--- src/rtl/core/mail_header_field_tokenizer_core_assert.svh ---
// Assertion macros shared by the tokenizer RTL.
// No dependencies; included by the modules that carry assertions.
`ifndef MAIL_HEADER_FIELD_TOKENIZER_CORE_ASSERT_SVH
`define MAIL_HEADER_FIELD_TOKENIZER_CORE_ASSERT_SVH

// same-cycle implication
`define MHFT_ASSERT_IMPL(name, clk_s, rst_s, ante, cons) \
  name: assert property (@(posedge clk_s) disable iff (rst_s) (ante) |-> (cons)) \
    else $error("tokenizer assertion failed");

// next-cycle implication
`define MHFT_ASSERT_NEXT(name, clk_s, rst_s, ante, cons) \
  name: assert property (@(posedge clk_s) disable iff (rst_s) (ante) |=> (cons)) \
    else $error("tokenizer assertion failed");

`endif

--- src/rtl/core/mhft_pkg.sv ---
// Package for the mail header field tokenizer: codes, types, byte decode
// and the per-byte classification step. No dependencies.
package mhft_pkg;

  // queue depths (power of two)
  localparam int QDEPTH = 4;
  localparam int QAW    = $clog2(QDEPTH);
  localparam int QCW    = $clog2(QDEPTH + 1);

  localparam logic [7:0] CH_QUOTE  = 8'h22;
  localparam logic [7:0] CH_BSLASH = 8'h5C;
  localparam logic [7:0] CH_COLON  = 8'h3A;
  localparam logic [7:0] CH_CR     = 8'h0D;
  localparam logic [7:0] CH_LF     = 8'h0A;
  localparam logic [7:0] CH_TAB    = 8'h09;
  localparam logic [7:0] CH_VT     = 8'h0B;
  localparam logic [7:0] CH_FF     = 8'h0C;
  localparam logic [7:0] CH_SPACE  = 8'h20;

  localparam logic [2:0] M_START      = 3'd0;
  localparam logic [2:0] M_LABEL      = 3'd1;
  localparam logic [2:0] M_SKIP       = 3'd2;
  localparam logic [2:0] M_VALUE      = 3'd3;
  localparam logic [2:0] M_DISCARD    = 3'd4;
  localparam logic [2:0] M_DISCARD_LF = 3'd5;

  localparam logic [2:0] C_LABEL   = 3'd0;
  localparam logic [2:0] C_COLON   = 3'd1;
  localparam logic [2:0] C_SKIP    = 3'd2;
  localparam logic [2:0] C_VALUE   = 3'd3;
  localparam logic [2:0] C_ESCAPE  = 3'd4;
  localparam logic [2:0] C_FOLD    = 3'd5;
  localparam logic [2:0] C_LINEEND = 3'd6;
  localparam logic [2:0] C_BAD     = 3'd7;

  typedef struct packed {
    logic ws;      // space, tab, LF, VT, FF, CR
    logic blank;   // space or tab
    logic cr;
    logic lf;
    logic colon;
    logic quote;
    logic bslash;
  } char_flags_t;

  typedef struct packed {
    logic [7:0]  data;
    logic        end_flag;
    char_flags_t flags;
  } q_entry_t;

  typedef struct packed {
    logic     valid;
    q_entry_t entry;
  } q_head_t;

  typedef struct packed {
    logic [2:0] mode;
    logic       quoted;
    logic       esc;
    logic       prev_colon;
  } parse_state_t;

  localparam parse_state_t ST_RESET = parse_state_t'{M_START, 1'b0, 1'b0, 1'b0};

  typedef struct packed {
    parse_state_t st;
    logic [2:0]   cls;
    logic         done;
  } class_result_t;

  typedef struct packed {
    logic [7:0] data;
    logic [2:0] cls;
    logic       done;
    logic       last;
  } result_t;

  function automatic char_flags_t decode_char(logic [7:0] b);
    char_flags_t f;
    f.blank  = (b == CH_SPACE) || (b == CH_TAB);
    f.cr     = (b == CH_CR);
    f.lf     = (b == CH_LF);
    f.ws     = f.blank || f.cr || f.lf || (b == CH_VT) || (b == CH_FF);
    f.colon  = (b == CH_COLON);
    f.quote  = (b == CH_QUOTE);
    f.bslash = (b == CH_BSLASH);
    return f;
  endfunction

  // One byte through the line parser; mode hops within the same byte are
  // resolved by falling through the blocks in order.
  function automatic class_result_t classify(parse_state_t st_in, char_flags_t b,
                                             logic has_next, char_flags_t nx);
    parse_state_t  st;
    logic [2:0]    cls;
    logic          done;
    logic          settled;
    logic          lf_end;
    class_result_t r;
    st      = st_in;
    cls     = C_BAD;
    done    = 1'b0;
    settled = 1'b0;
    lf_end  = 1'b0;

    if (st.mode == M_DISCARD_LF) begin
      if (b.lf) begin
        cls     = C_LINEEND;
        done    = 1'b1;
        st.mode = M_START;
        settled = 1'b1;
      end else begin
        st.mode = M_START;
      end
    end

    if (!settled && (st.mode == M_START || st.mode > M_DISCARD_LF)) begin
      st.quoted     = 1'b0;
      st.esc        = 1'b0;
      st.prev_colon = 1'b0;
      st.mode       = b.ws ? M_DISCARD : M_LABEL;
    end

    if (!settled && st.mode == M_LABEL) begin
      if (st.quoted) begin
        if (st.esc) begin
          st.esc = 1'b0;
          cls    = C_LABEL;
        end else if (b.bslash) begin
          st.esc = 1'b1;
          cls    = C_ESCAPE;
        end else begin
          if (b.quote) st.quoted = 1'b0;
          cls = C_LABEL;
        end
        st.prev_colon = b.colon;
        settled       = 1'b1;
      end else if (b.ws) begin
        st.mode = st.prev_colon ? M_SKIP : M_DISCARD;
      end else begin
        if (b.quote) st.quoted = 1'b1;
        cls           = (b.colon && (!has_next || nx.ws)) ? C_COLON : C_LABEL;
        st.prev_colon = b.colon;
        settled       = 1'b1;
      end
    end

    if (!settled && st.mode == M_SKIP) begin
      if (b.blank || b.cr) begin
        cls     = C_SKIP;
        settled = 1'b1;
      end else if (b.lf) begin
        lf_end  = 1'b1;
        settled = 1'b1;
      end else begin
        st.mode = M_VALUE;
      end
    end

    if (!settled && st.mode == M_VALUE) begin
      if (st.esc) begin
        st.esc = 1'b0;
        cls    = C_VALUE;
      end else if (b.bslash) begin
        st.esc = 1'b1;
        cls    = C_ESCAPE;
      end else if (b.lf) begin
        lf_end = 1'b1;
      end else begin
        cls = C_VALUE;
      end
      settled = 1'b1;
    end

    if (!settled && st.mode == M_DISCARD) begin
      if (b.cr) begin
        cls = C_LINEEND;
        if (has_next && nx.lf) begin
          st.mode = M_DISCARD_LF;
        end else begin
          done    = 1'b1;
          st.mode = M_START;
        end
      end else if (b.lf) begin
        cls     = C_LINEEND;
        done    = 1'b1;
        st.mode = M_START;
      end else begin
        cls = C_BAD;
      end
    end

    // LF in skip or value phase: fold if the next byte is blank
    if (lf_end) begin
      if (has_next && nx.blank) begin
        cls = C_FOLD;
      end else begin
        cls     = C_LINEEND;
        done    = 1'b1;
        st.mode = M_START;
      end
    end

    r.st   = st;
    r.cls  = cls;
    r.done = done;
    return r;
  endfunction

endpackage

--- src/rtl/core/mhft_front.sv ---
// Front end: takes input bytes, decodes character kinds and queues them.
// Depends on mhft_pkg and the assertion macro header.
`include "mail_header_field_tokenizer_core_assert.svh"

module mhft_front (
  input  logic                clk,
  input  logic                rst,
  input  logic                push,
  output logic                full,
  input  logic [7:0]          data_byte,
  input  logic                end_of_input,
  output mhft_pkg::q_head_t   head,
  input  logic                q_pop
);

  mhft_pkg::q_entry_t           mem [mhft_pkg::QDEPTH];
  logic [mhft_pkg::QAW-1:0]     wr_ptr;
  logic [mhft_pkg::QAW-1:0]     rd_ptr;
  logic [mhft_pkg::QCW-1:0]     count;
  logic                         wr_en;
  logic                         rd_en;

  assign full  = (count == mhft_pkg::QCW'(mhft_pkg::QDEPTH));
  assign wr_en = push && !full;
  assign rd_en = q_pop && head.valid;

  assign head.valid = (count != '0);
  assign head.entry = mem[rd_ptr];

  always_ff @(posedge clk) begin
    if (wr_en) begin
      mem[wr_ptr].data     <= data_byte;
      mem[wr_ptr].end_flag <= end_of_input;
      mem[wr_ptr].flags    <= mhft_pkg::decode_char(data_byte);
    end
  end

  always_ff @(posedge clk) begin
    if (rst) begin
      wr_ptr <= '0;
      rd_ptr <= '0;
      count  <= '0;
    end else begin
      if (wr_en) wr_ptr <= wr_ptr + 1'b1;
      if (rd_en) rd_ptr <= rd_ptr + 1'b1;
      if (wr_en && !rd_en) begin
        count <= count + 1'b1;
      end else if (rd_en && !wr_en) begin
        count <= count - 1'b1;
      end
    end
  end

  `MHFT_ASSERT_NEXT(a_full_holds, clk, rst, push && full && !q_pop, count == $past(count))
  `MHFT_ASSERT_IMPL(a_no_pop_when_empty, clk, rst, !head.valid, !q_pop)
  `MHFT_ASSERT_IMPL(a_full_has_head, clk, rst, full, head.valid)

endmodule

--- src/rtl/core/mhft_back.sv ---
// Back end: runs the line parser over queued bytes with one byte of
// lookahead and queues the classified results. Depends on mhft_pkg.
`include "mail_header_field_tokenizer_core_assert.svh"

module mhft_back (
  input  logic              clk,
  input  logic              rst,
  input  mhft_pkg::q_head_t q_head,
  output logic              q_pop,
  output logic              empty,
  input  logic              pop,
  output logic [7:0]        out_byte,
  output logic [2:0]        byte_class,
  output logic              field_done,
  output logic              last_result
);

  mhft_pkg::parse_state_t   st;
  mhft_pkg::parse_state_t   st_next;
  logic                     held_valid;
  logic [7:0]               held_data;
  mhft_pkg::char_flags_t    held_flags;
  logic                     flush_pending;

  mhft_pkg::class_result_t  res_a;
  mhft_pkg::class_result_t  res_f;

  mhft_pkg::result_t        omem [mhft_pkg::QDEPTH];
  logic [mhft_pkg::QAW-1:0] owr_ptr;
  logic [mhft_pkg::QAW-1:0] ord_ptr;
  logic [mhft_pkg::QCW-1:0] ocount;
  logic                     ofull;
  logic                     o_push;
  logic                     o_pop;
  mhft_pkg::result_t        o_din;
  logic                     flush_go;

  assign ofull = (ocount == mhft_pkg::QCW'(mhft_pkg::QDEPTH));

  // held byte with the queue head as lookahead, or alone on a flush
  assign res_a = mhft_pkg::classify(st, held_flags, 1'b1, q_head.entry.flags);
  assign res_f = mhft_pkg::classify(st, held_flags, 1'b0, '0);

  assign flush_go = flush_pending && !ofull;
  assign q_pop    = !flush_pending && q_head.valid && (!held_valid || !ofull);

  always_comb begin
    o_push  = 1'b0;
    o_din   = '0;
    st_next = st;
    if (flush_pending) begin
      o_push  = !ofull;
      o_din   = '{data: held_data, cls: res_f.cls, done: 1'b1, last: 1'b1};
      if (flush_go) st_next = mhft_pkg::ST_RESET;
    end else if (q_pop && held_valid) begin
      o_push  = 1'b1;
      o_din   = '{data: held_data, cls: res_a.cls, done: res_a.done, last: 1'b0};
      st_next = res_a.st;
    end
  end

  always_ff @(posedge clk) begin
    if (q_pop) begin
      held_data  <= q_head.entry.data;
      held_flags <= q_head.entry.flags;
    end
  end

  always_ff @(posedge clk) begin
    if (rst) begin
      st            <= mhft_pkg::ST_RESET;
      held_valid    <= 1'b0;
      flush_pending <= 1'b0;
    end else begin
      st <= st_next;
      if (flush_go) begin
        held_valid    <= 1'b0;
        flush_pending <= 1'b0;
      end else if (q_pop) begin
        held_valid    <= 1'b1;
        flush_pending <= q_head.entry.end_flag;
      end
    end
  end

  // result queue
  assign empty = (ocount == '0);
  assign o_pop = pop && !empty;

  assign out_byte    = omem[ord_ptr].data;
  assign byte_class  = omem[ord_ptr].cls;
  assign field_done  = omem[ord_ptr].done;
  assign last_result = omem[ord_ptr].last;

  always_ff @(posedge clk) begin
    if (o_push) omem[owr_ptr] <= o_din;
  end

  always_ff @(posedge clk) begin
    if (rst) begin
      owr_ptr <= '0;
      ord_ptr <= '0;
      ocount  <= '0;
    end else begin
      if (o_push) owr_ptr <= owr_ptr + 1'b1;
      if (o_pop)  ord_ptr <= ord_ptr + 1'b1;
      if (o_push && !o_pop) begin
        ocount <= ocount + 1'b1;
      end else if (o_pop && !o_push) begin
        ocount <= ocount - 1'b1;
      end
    end
  end

  `MHFT_ASSERT_IMPL(a_no_pop_in_flush, clk, rst, flush_pending, !q_pop)
  `MHFT_ASSERT_NEXT(a_end_sets_flush, clk, rst, q_pop && q_head.entry.end_flag, flush_pending)
  `MHFT_ASSERT_IMPL(a_last_is_done, clk, rst, !empty && last_result, field_done)

endmodule

--- src/rtl/core/mail_header_field_tokenizer_core.sv ---
// Top level of the mail header field tokenizer.
// Depends on mhft_pkg, mhft_front and mhft_back.
//
//   channel  | direction | handshake      | payload
//   ---------+-----------+----------------+------------------------------------------
//   input    | in        | push / full    | data_byte, end_of_input
//   result   | out       | pop / empty    | out_byte, byte_class, field_done, last_result
//
// One byte per cycle sustained while the result queue has room; each byte
// leaves as a result once the next byte has reached the parser.
// A byte with end_of_input is flushed alone, without lookahead, before the next.
// Front and back each hold a four-entry queue, so either side stalls alone.
// rst is synchronous and returns the parser to line start with both queues empty.

module mail_header_field_tokenizer_core (
  input  logic       clk,
  input  logic       rst,
  input  logic       push,
  output logic       full,
  input  logic [7:0] data_byte,
  input  logic       end_of_input,
  output logic       empty,
  input  logic       pop,
  output logic [7:0] out_byte,
  output logic [2:0] byte_class,
  output logic       field_done,
  output logic       last_result
);

  mhft_pkg::q_head_t q_head;
  logic              q_pop;

  mhft_front u_front (
    .clk          (clk),
    .rst          (rst),
    .push         (push),
    .full         (full),
    .data_byte    (data_byte),
    .end_of_input (end_of_input),
    .head         (q_head),
    .q_pop        (q_pop)
  );

  mhft_back u_back (
    .clk         (clk),
    .rst         (rst),
    .q_head      (q_head),
    .q_pop       (q_pop),
    .empty       (empty),
    .pop         (pop),
    .out_byte    (out_byte),
    .byte_class  (byte_class),
    .field_done  (field_done),
    .last_result (last_result)
  );

endmodule

--- config.mk ---
export PLATFORM = sky130hd
export DESIGN_NAME = mail_header_field_tokenizer_core
export DESIGN_NICKNAME = d
export VERILOG_FILES = /design/src/rtl/core/mhft_pkg.sv /design/src/rtl/core/mhft_front.sv /design/src/rtl/core/mhft_back.sv /design/src/rtl/core/mail_header_field_tokenizer_core.sv
export VERILOG_INCLUDE_DIRS = /design/src /design/src/rtl/core
export SDC_FILE = /design/constraint.sdc
export NUM_CORES = 1
export LEC_CHECK = 0
export BUFFER_PORTS_ARGS = -buffer_cell sky130_fd_sc_hd__buf_2
export CAP_MARGIN = 10
export CORE_MARGIN = 4
export CORE_UTILIZATION = 55
export DETAILED_ROUTE_END_ITERATION = 6
export PLACE_DENSITY = 0.69
export SLEW_MARGIN = 20
export SYNTH_ARGS = -nofsm -noshare
export SYNTH_HDL_FRONTEND = slang
export SYNTH_SLANG_ARGS = --single-unit
--- constraint.sdc ---
create_clock -name clk -period 4.2 [get_ports clk]
set_clock_uncertainty 0.05 [all_clocks]
set_input_delay 0.84 -clock clk [delete_from_list [all_inputs] [get_ports clk]]
set_output_delay 0.84 -clock clk [all_outputs]
set_load 0.02 [all_outputs]
==> summary.txt, run 1 <==
Outcome
  • Status: complete, no violations

Power and ir drop
  • Pleak: 2.51 nW
  • Power per Cell Area: 687 nW/um^2
  • Max VDD drop: 0.486 mV

Synthesis
  • Netlist Area Pre-Place: 6560 sq um
  • Area contributors post-synth: edfxtp_1 (60%), mux4_2 (10%), dfxtp_1 (7.9%)
  • Ys async rst share: 0%
  • Cells after synthesis: 412
  • Syn nets: 437
  • Post-synth EDFFs: 131
  • Ys flop type: edfxtp_1
  • Netlist cell types: 60
  • Syn avg cell area: 15.9 sq um
  • Most frequent cells after synthesis: edfxtp_1 (131), nor2_1 (35), mux4_2 (29), dfxtp_1 (26), nand2_1 (17)
  • Post-synth top area share: 60.0%
  • Synth warnings: 0
  • Yosys reg bits: 157
  • Top-count cell post-synth: edfxtp_1
  • Synth area leader: edfxtp_1
  • Post-synthesis sequential area ratio: 67.9%

CTS
  • Htree depth: 4
  • CTS Buf Count: 17
  • Postcts setup bufs: 0
  • Reg clk slew, reported paths: 0.07 ns
  • Clock tree buffer depth: 2
  • Number of gates resized after cts: 0
  • Clock sink total: 157
  • Clock Tree Root: clkbuf_16
  • TritonCTS clock tree: done
  • Hold_buf cts: 0
  • Clock Latency Late Sink: 0.42 ns

Route
  • DR WL/cell: 18.3 microns
  • DRC viols: 0
  • Routed vias: 3440
  • Pre-Repair DR Iteration Count: 4
  • Starting DRC count in detailed routing: 230
  • Final WL: 11000 microns
  • Vias per inst: 5.74
  • Antenna-violating nets left: 0

Die
  • Top Ports: 28
  • Die Span Y: 117 microns
  • Core area: 11600 sq um
  • Rows: 39
  • Starting Density: 56.7%
  • Die Area: 13700 sq um
  • Die W: 117 microns

Layout
  • Post-Layout Cell Count: 599
  • Layout cell share with drive strength beyond 1: 22.1%
  • Area Overhead vs Synth: 12.4%
  • Filler instances: 821
  • Fin nets: 468
  • Number of diodes: 0
  • Post-layout util: 63.7%

STA
  • Final Max Tran Viols: 0
  • Total Neg Setup Slack: 0 ns
  • RSZ-0062 raised after global routing: no
  • Final Hold Fails: 0
  • Final min period: 2.99 ns
  • Relative slew slack: 40.6%
  • Fmax: 334 MHz
  • Slew @ Worst Pin: 0.890 ns
  • # setup viols final: 0
  • Final period util: 71.2%

Worst setup path
  • Data required time of the worst path: 3.31 ns
  • Crit-path max FO: 13
  • Crit. End Element: primary output
  • Crit path kind: register to primary output
  • Worst Path Arrival: 2.10 ns
  • Startpoint type of the worst setup path: register

Place
  • Placed Cells: 567
  • Port buffer count: 27
  • Placer Congestion: 0.871
  • HPWL Detailed: 7390 microns

Global route
  • Vias in the first global route: 3489
  • Gr usage total: 17.8%
  • Initial antenna violation count: 0
  • First-pass GRT wire length: 18000 microns
  • Grt total ovfl: 0
  • Pin count of the biggest net entering global routing: 25

Run
  • Max cap viols: 0

Min path
  • Hold WC Path Type: register to register
==> final timing paths <==
check	start	end	slack, ns	cells after the start
setup / recovery	register	byte_class[0]	1.21	2
hold / removal	u_front.count[2]$_SDFFE_PP0P_	u_front.count[2]$_SDFFE_PP0P_	0.46	2
setup reg to reg	u_front.count[0]$_SDFFE_PP0P_	u_back.ocount[2]$_SDFFE_PP0P_	1.38	10
hold reg to reg	u_front.count[2]$_SDFFE_PP0P_	u_front.count[2]$_SDFFE_PP0P_	0.46	2
==> kinds of logic (layout without fill, tap and decap cells) <==
| group | after synthesis | in the layout | share of synthesized area (%) |
|---|---|---|---|
| flip-flops | 157 | 157 | 67.9 |
| AND/OR/NAND/NOR | 113 | 113 | 9.25 |
| AO/OA/AOI/OAI | 54 | 54 | 6.20 |
| multiplexers | 33 | 33 | 10.6 |
| buffers and inverters | 32 | 76 | 2.10 |
| adder cells (fa/ha/maj) | 12 | 12 | 2.52 |
| XOR/XNOR | 11 | 11 | 1.47 |
==> power by group <==
group	internal (mW)	total, mW	switching [mW]
clock network	0.780	1.42	0.642
registers	2.10	2.33	0.228
logic	0.565	1.31	0.750
==> cells in the final DEF, fill, tap and decap left out, types with 3 or more instances in the layout <==
master and count:
nor3b_1 3, a21oi_1 12, nor3_1 6, and2_1 12, nand2_1 17, xnor2_1 4, nor2b_1 15, nor2_1 35
and3_1 3, ha_1 10, a22oi_1 3, buf_4 3, clkinv_4 3, mux4_2 29, buf_2 27, clkbuf_16 17
o21ai_0 8, inv_8 3, inv_1 13, mux2i_1 3, o32ai_1 3, nand3b_1 4, a32oi_1 3, edfxtp_1 131
xor2_1 7, dfxtp_1 26, inv_6 6, or3_1 3
==> final cells by class <==
cell class / count / area, sq um / share of cell area, %
Clock buffer: 18 / 429 / 5.82
Clock inverter: 14 / 125 / 1.70
Inverter: 14 / 52.6 / 0.713
Multi-Input combinational cell: 223 / 1970 / 26.8
Sequential cell: 157 / 4450 / 60.4
Tap cell: 143 / 179 / 2.43
Timing Repair Buffer: 30 / 158 / 2.14
==> routing by layer <==
metal	track usage, %	share of wire [%]
met1	22.4	44
met2	29.6	51
met3	4.99	3.4
met4	6.73	1.3
met5	0	0
==> sequential cells by signal (all words and copies together), names as in the netlist, 3 cells and up, named ones only <==
signal / flops
u_back.ocount: 3
u_front.mem: 64
u_back.held_data: 8
u_back.omem: 52
u_front.count: 3
u_back.held_flags: 7
u_back.st: 6
==> worst max-delay path, cell delays in order, from the launching register on <==
cell and delay, ns:
dfxtp_1 0.90, mux4_2 0.60, buf_2 0.17
==> stage by stage <==
stage / hold WS, ns / power [mW] / worst slack [ns] / cell area (sq um)
final: 0.455 / 5.07 / 1.21 / 7370
after global routing: 0.489 / 5.36 / 1.03 / 7370
after CTS: 0.454 / 5.12 / 1.12 / 7370
after detailed placement: 0.443 / 3.70 / 1.38 / 6820
after global placement: 0.431 / 3.63 / 1.52 / 6820
after floorplan: 0.413 / 3.31 / 0.978 / 6560
(Power assumes the default switching activity.)
==> run 2, diff against run 1 <==
--- a/config.mk
+++ b/config.mk
@@ -11,7 +11,7 @@
 export CORE_MARGIN = 4
 export CORE_UTILIZATION = 55
 export DETAILED_ROUTE_END_ITERATION = 6
-export PLACE_DENSITY = 0.69
+export PLACE_DENSITY = 0.72
 export SLEW_MARGIN = 20
 export SYNTH_ARGS = -nofsm -noshare
 export SYNTH_HDL_FRONTEND = slang
==> constraint.sdc (replaced) <==
create_clock -name clk -period 2.65 [get_ports clk]
set_clock_uncertainty 0.05 [all_clocks]
set_input_delay 0.53 -clock clk [delete_from_list [all_inputs] [get_ports clk]]
set_output_delay 0.53 -clock clk [all_outputs]
set_load 0.02 [all_outputs]
==> summary.txt, run 2 (synthesis gave the netlist of run 1 again) <==
Route
  • Starting DRC count in detailed routing: 192
  • Antenna-violating nets left: 0
  • Pre-Repair DR Iteration Count: 4
  • DRC viols: 0
  • Met2 routed WL: 6220 microns
  • Routed vias: 3612
  • Routed wl met3: 496 microns
  • Met1 Routed Length: 4970 microns
  • Vias per inst: 5.85
  • Final WL: 11900 microns
  • Highest Signal Layer: met4
  • DR WL/cell: 19.3 microns

Global route
  • Vias in the first global route: 3764
  • First-pass GRT wire length: 19600 microns
  • Pin count of the biggest net entering global routing: 25
  • Gr usage total: 19.6%
  • Initial antenna violation count: 0
  • Grt total ovfl: 0

Die
  • Rows: 39
  • Core area: 11600 sq um
  • Starting Density: 56.7%
  • Die Span Y: 117 microns
  • Top Ports: 28
  • Die W: 117 microns
  • Die Area: 13700 sq um

Layout
  • Regs by FF count: u_front.mem x64, u_back.omem x52, u_back.held_data x8
  • Post-Layout Cell Count: 617
  • Max FFs per register: 64
  • Sequential cell area: 4450 sq um
  • Multi-input gate area: 1990 sq um
  • Layout cell share with drive strength beyond 1: 24.9%
  • Post-layout util: 65.2%
  • Area Overhead vs Synth: 14.9%
  • Fin nets: 486
  • Filler instances: 782
  • Most frequent cells in the layout: edfxtp_1 (131), nor2_1 (35), mux4_2 (29)
  • Most flop-heavy register: u_front.mem
  • Number of diodes: 0
  • Most common cell after layout, fill and taps aside: edfxtp_1

STA
  • Final Max Tran Viols: 0
  • Slew @ Worst Pin: 0.611 ns
  • RSZ-0062 raised after global routing: no
  • # setup viols final: 0
  • Final Hold Fails: 0
  • Relative slew slack: 59.2%
  • Total Neg Setup Slack: 0 ns
  • Fmax: 400 MHz
  • Final min period: 2.50 ns
  • Final period util: 94.3%

Place
  • Port buffer count: 27
  • Placed Cells: 585
  • HPWL Detailed: 7750 microns
  • Placer Congestion: 0.859

Worst setup path
  • Crit path kind: register to register
  • Crit. End Element: register
  • Worst Path Arrival: 2.59 ns
  • Data required time of the worst path: 2.74 ns
  • Crit-path max FO: 13
  • Startpoint type of the worst setup path: register

Outcome
  • Status: complete, no violations

Power and ir drop
  • Pleak: 2.61 nW
  • Total power: 8.25 mW
  • Power per Cell Area: 1090 nW/um^2
  • Max VDD drop: 0.661 mV

CTS
  • Clock tree buffer depth: 2
  • Number of gates resized after cts: 0
  • CTS Buf Count: 17
  • Clock Latency Late Sink: 0.42 ns
  • Htree depth: 4
  • Clock sink total: 157
  • TritonCTS clock tree: done
  • Clock Tree Root: clkbuf_16
  • Hold_buf cts: 0
  • Reg clk slew, reported paths: 0.06 ns
  • Postcts setup bufs: 0

Min path
  • Hold WC Path Type: input pin to register

Run
  • Max cap viols: 0
-- run 2: changes by cell type in the layout (fill, tap and decap cells not counted), sizes merged --
cell,previous run,this run
bufinv,0,2
inv,23,16
clkinv,4,10
clkbuf,18,17
buf,30,48
-- run 2: power by group --
| group | total (mW) | internal [mW] | switching (mW) |
|---|---|---|---|
| sequential | 3.60 | 3.33 | 0.267 |
| clock | 2.31 | 1.38 | 0.933 |
| combinational | 2.34 | 0.978 | 1.36 |
-- run 2: critical path: stages (launching register included) --
cell and delay [ns]:
dfxtp_1 0.60, nand2b_4 0.11, a211o_1 0.37, and2_1 0.21, o32a_1 0.36, o31ai_1 0.52
-- run 2: worst paths after layout --
kind	from	to	slack [ns]	cells after the start
worst max-delay path	u_back.st[3]$_SDFFE_PP0P_	u_back.omem[3][2]$_DFFE_PP_	0.15	5
worst min-delay path	end_of_input	u_front.mem[2][7]$_DFFE_PP_	0.27	1
worst max register to register	u_back.st[3]$_SDFFE_PP0P_	u_back.omem[3][2]$_DFFE_PP_	0.15	5
worst min register to register	u_back.owr_ptr[1]$_SDFFE_PP0N_	u_back.owr_ptr[1]$_SDFFE_PP0N_	0.45	2
-- run 2: stage by stage --
step	area [sq um]	hold slack (ns)	worst slack [ns]
final	7540	0.272	0.151
after global routing	7540	0.266	0.0270
after CTS	7520	0.254	0.0927
after detailed placement	6950	0.443	0.180
after global placement	6950	0.433	0.227
after floorplan	6570	0.413	0.0716
-- run 2: final cells by class --
class | instances | area share, %
Clock buffer | 17 | 5.65
Clock inverter | 15 | 1.94
Inverter | 14 | 0.697
Multi-Input combinational cell | 223 | 26.3
Sequential cell | 157 | 59.1
Tap cell | 143 | 2.37
Timing Repair Buffer | 48 | 3.89
-- run 2: routing by layer --
metal / global-route usage, % / vias to the layer above
met5: 0 / -
met4: 7.72 / 0
met3: 4.68 / 20
met2: 33.6 / 98
met1: 24.0 / 1800
li1: - / 1694
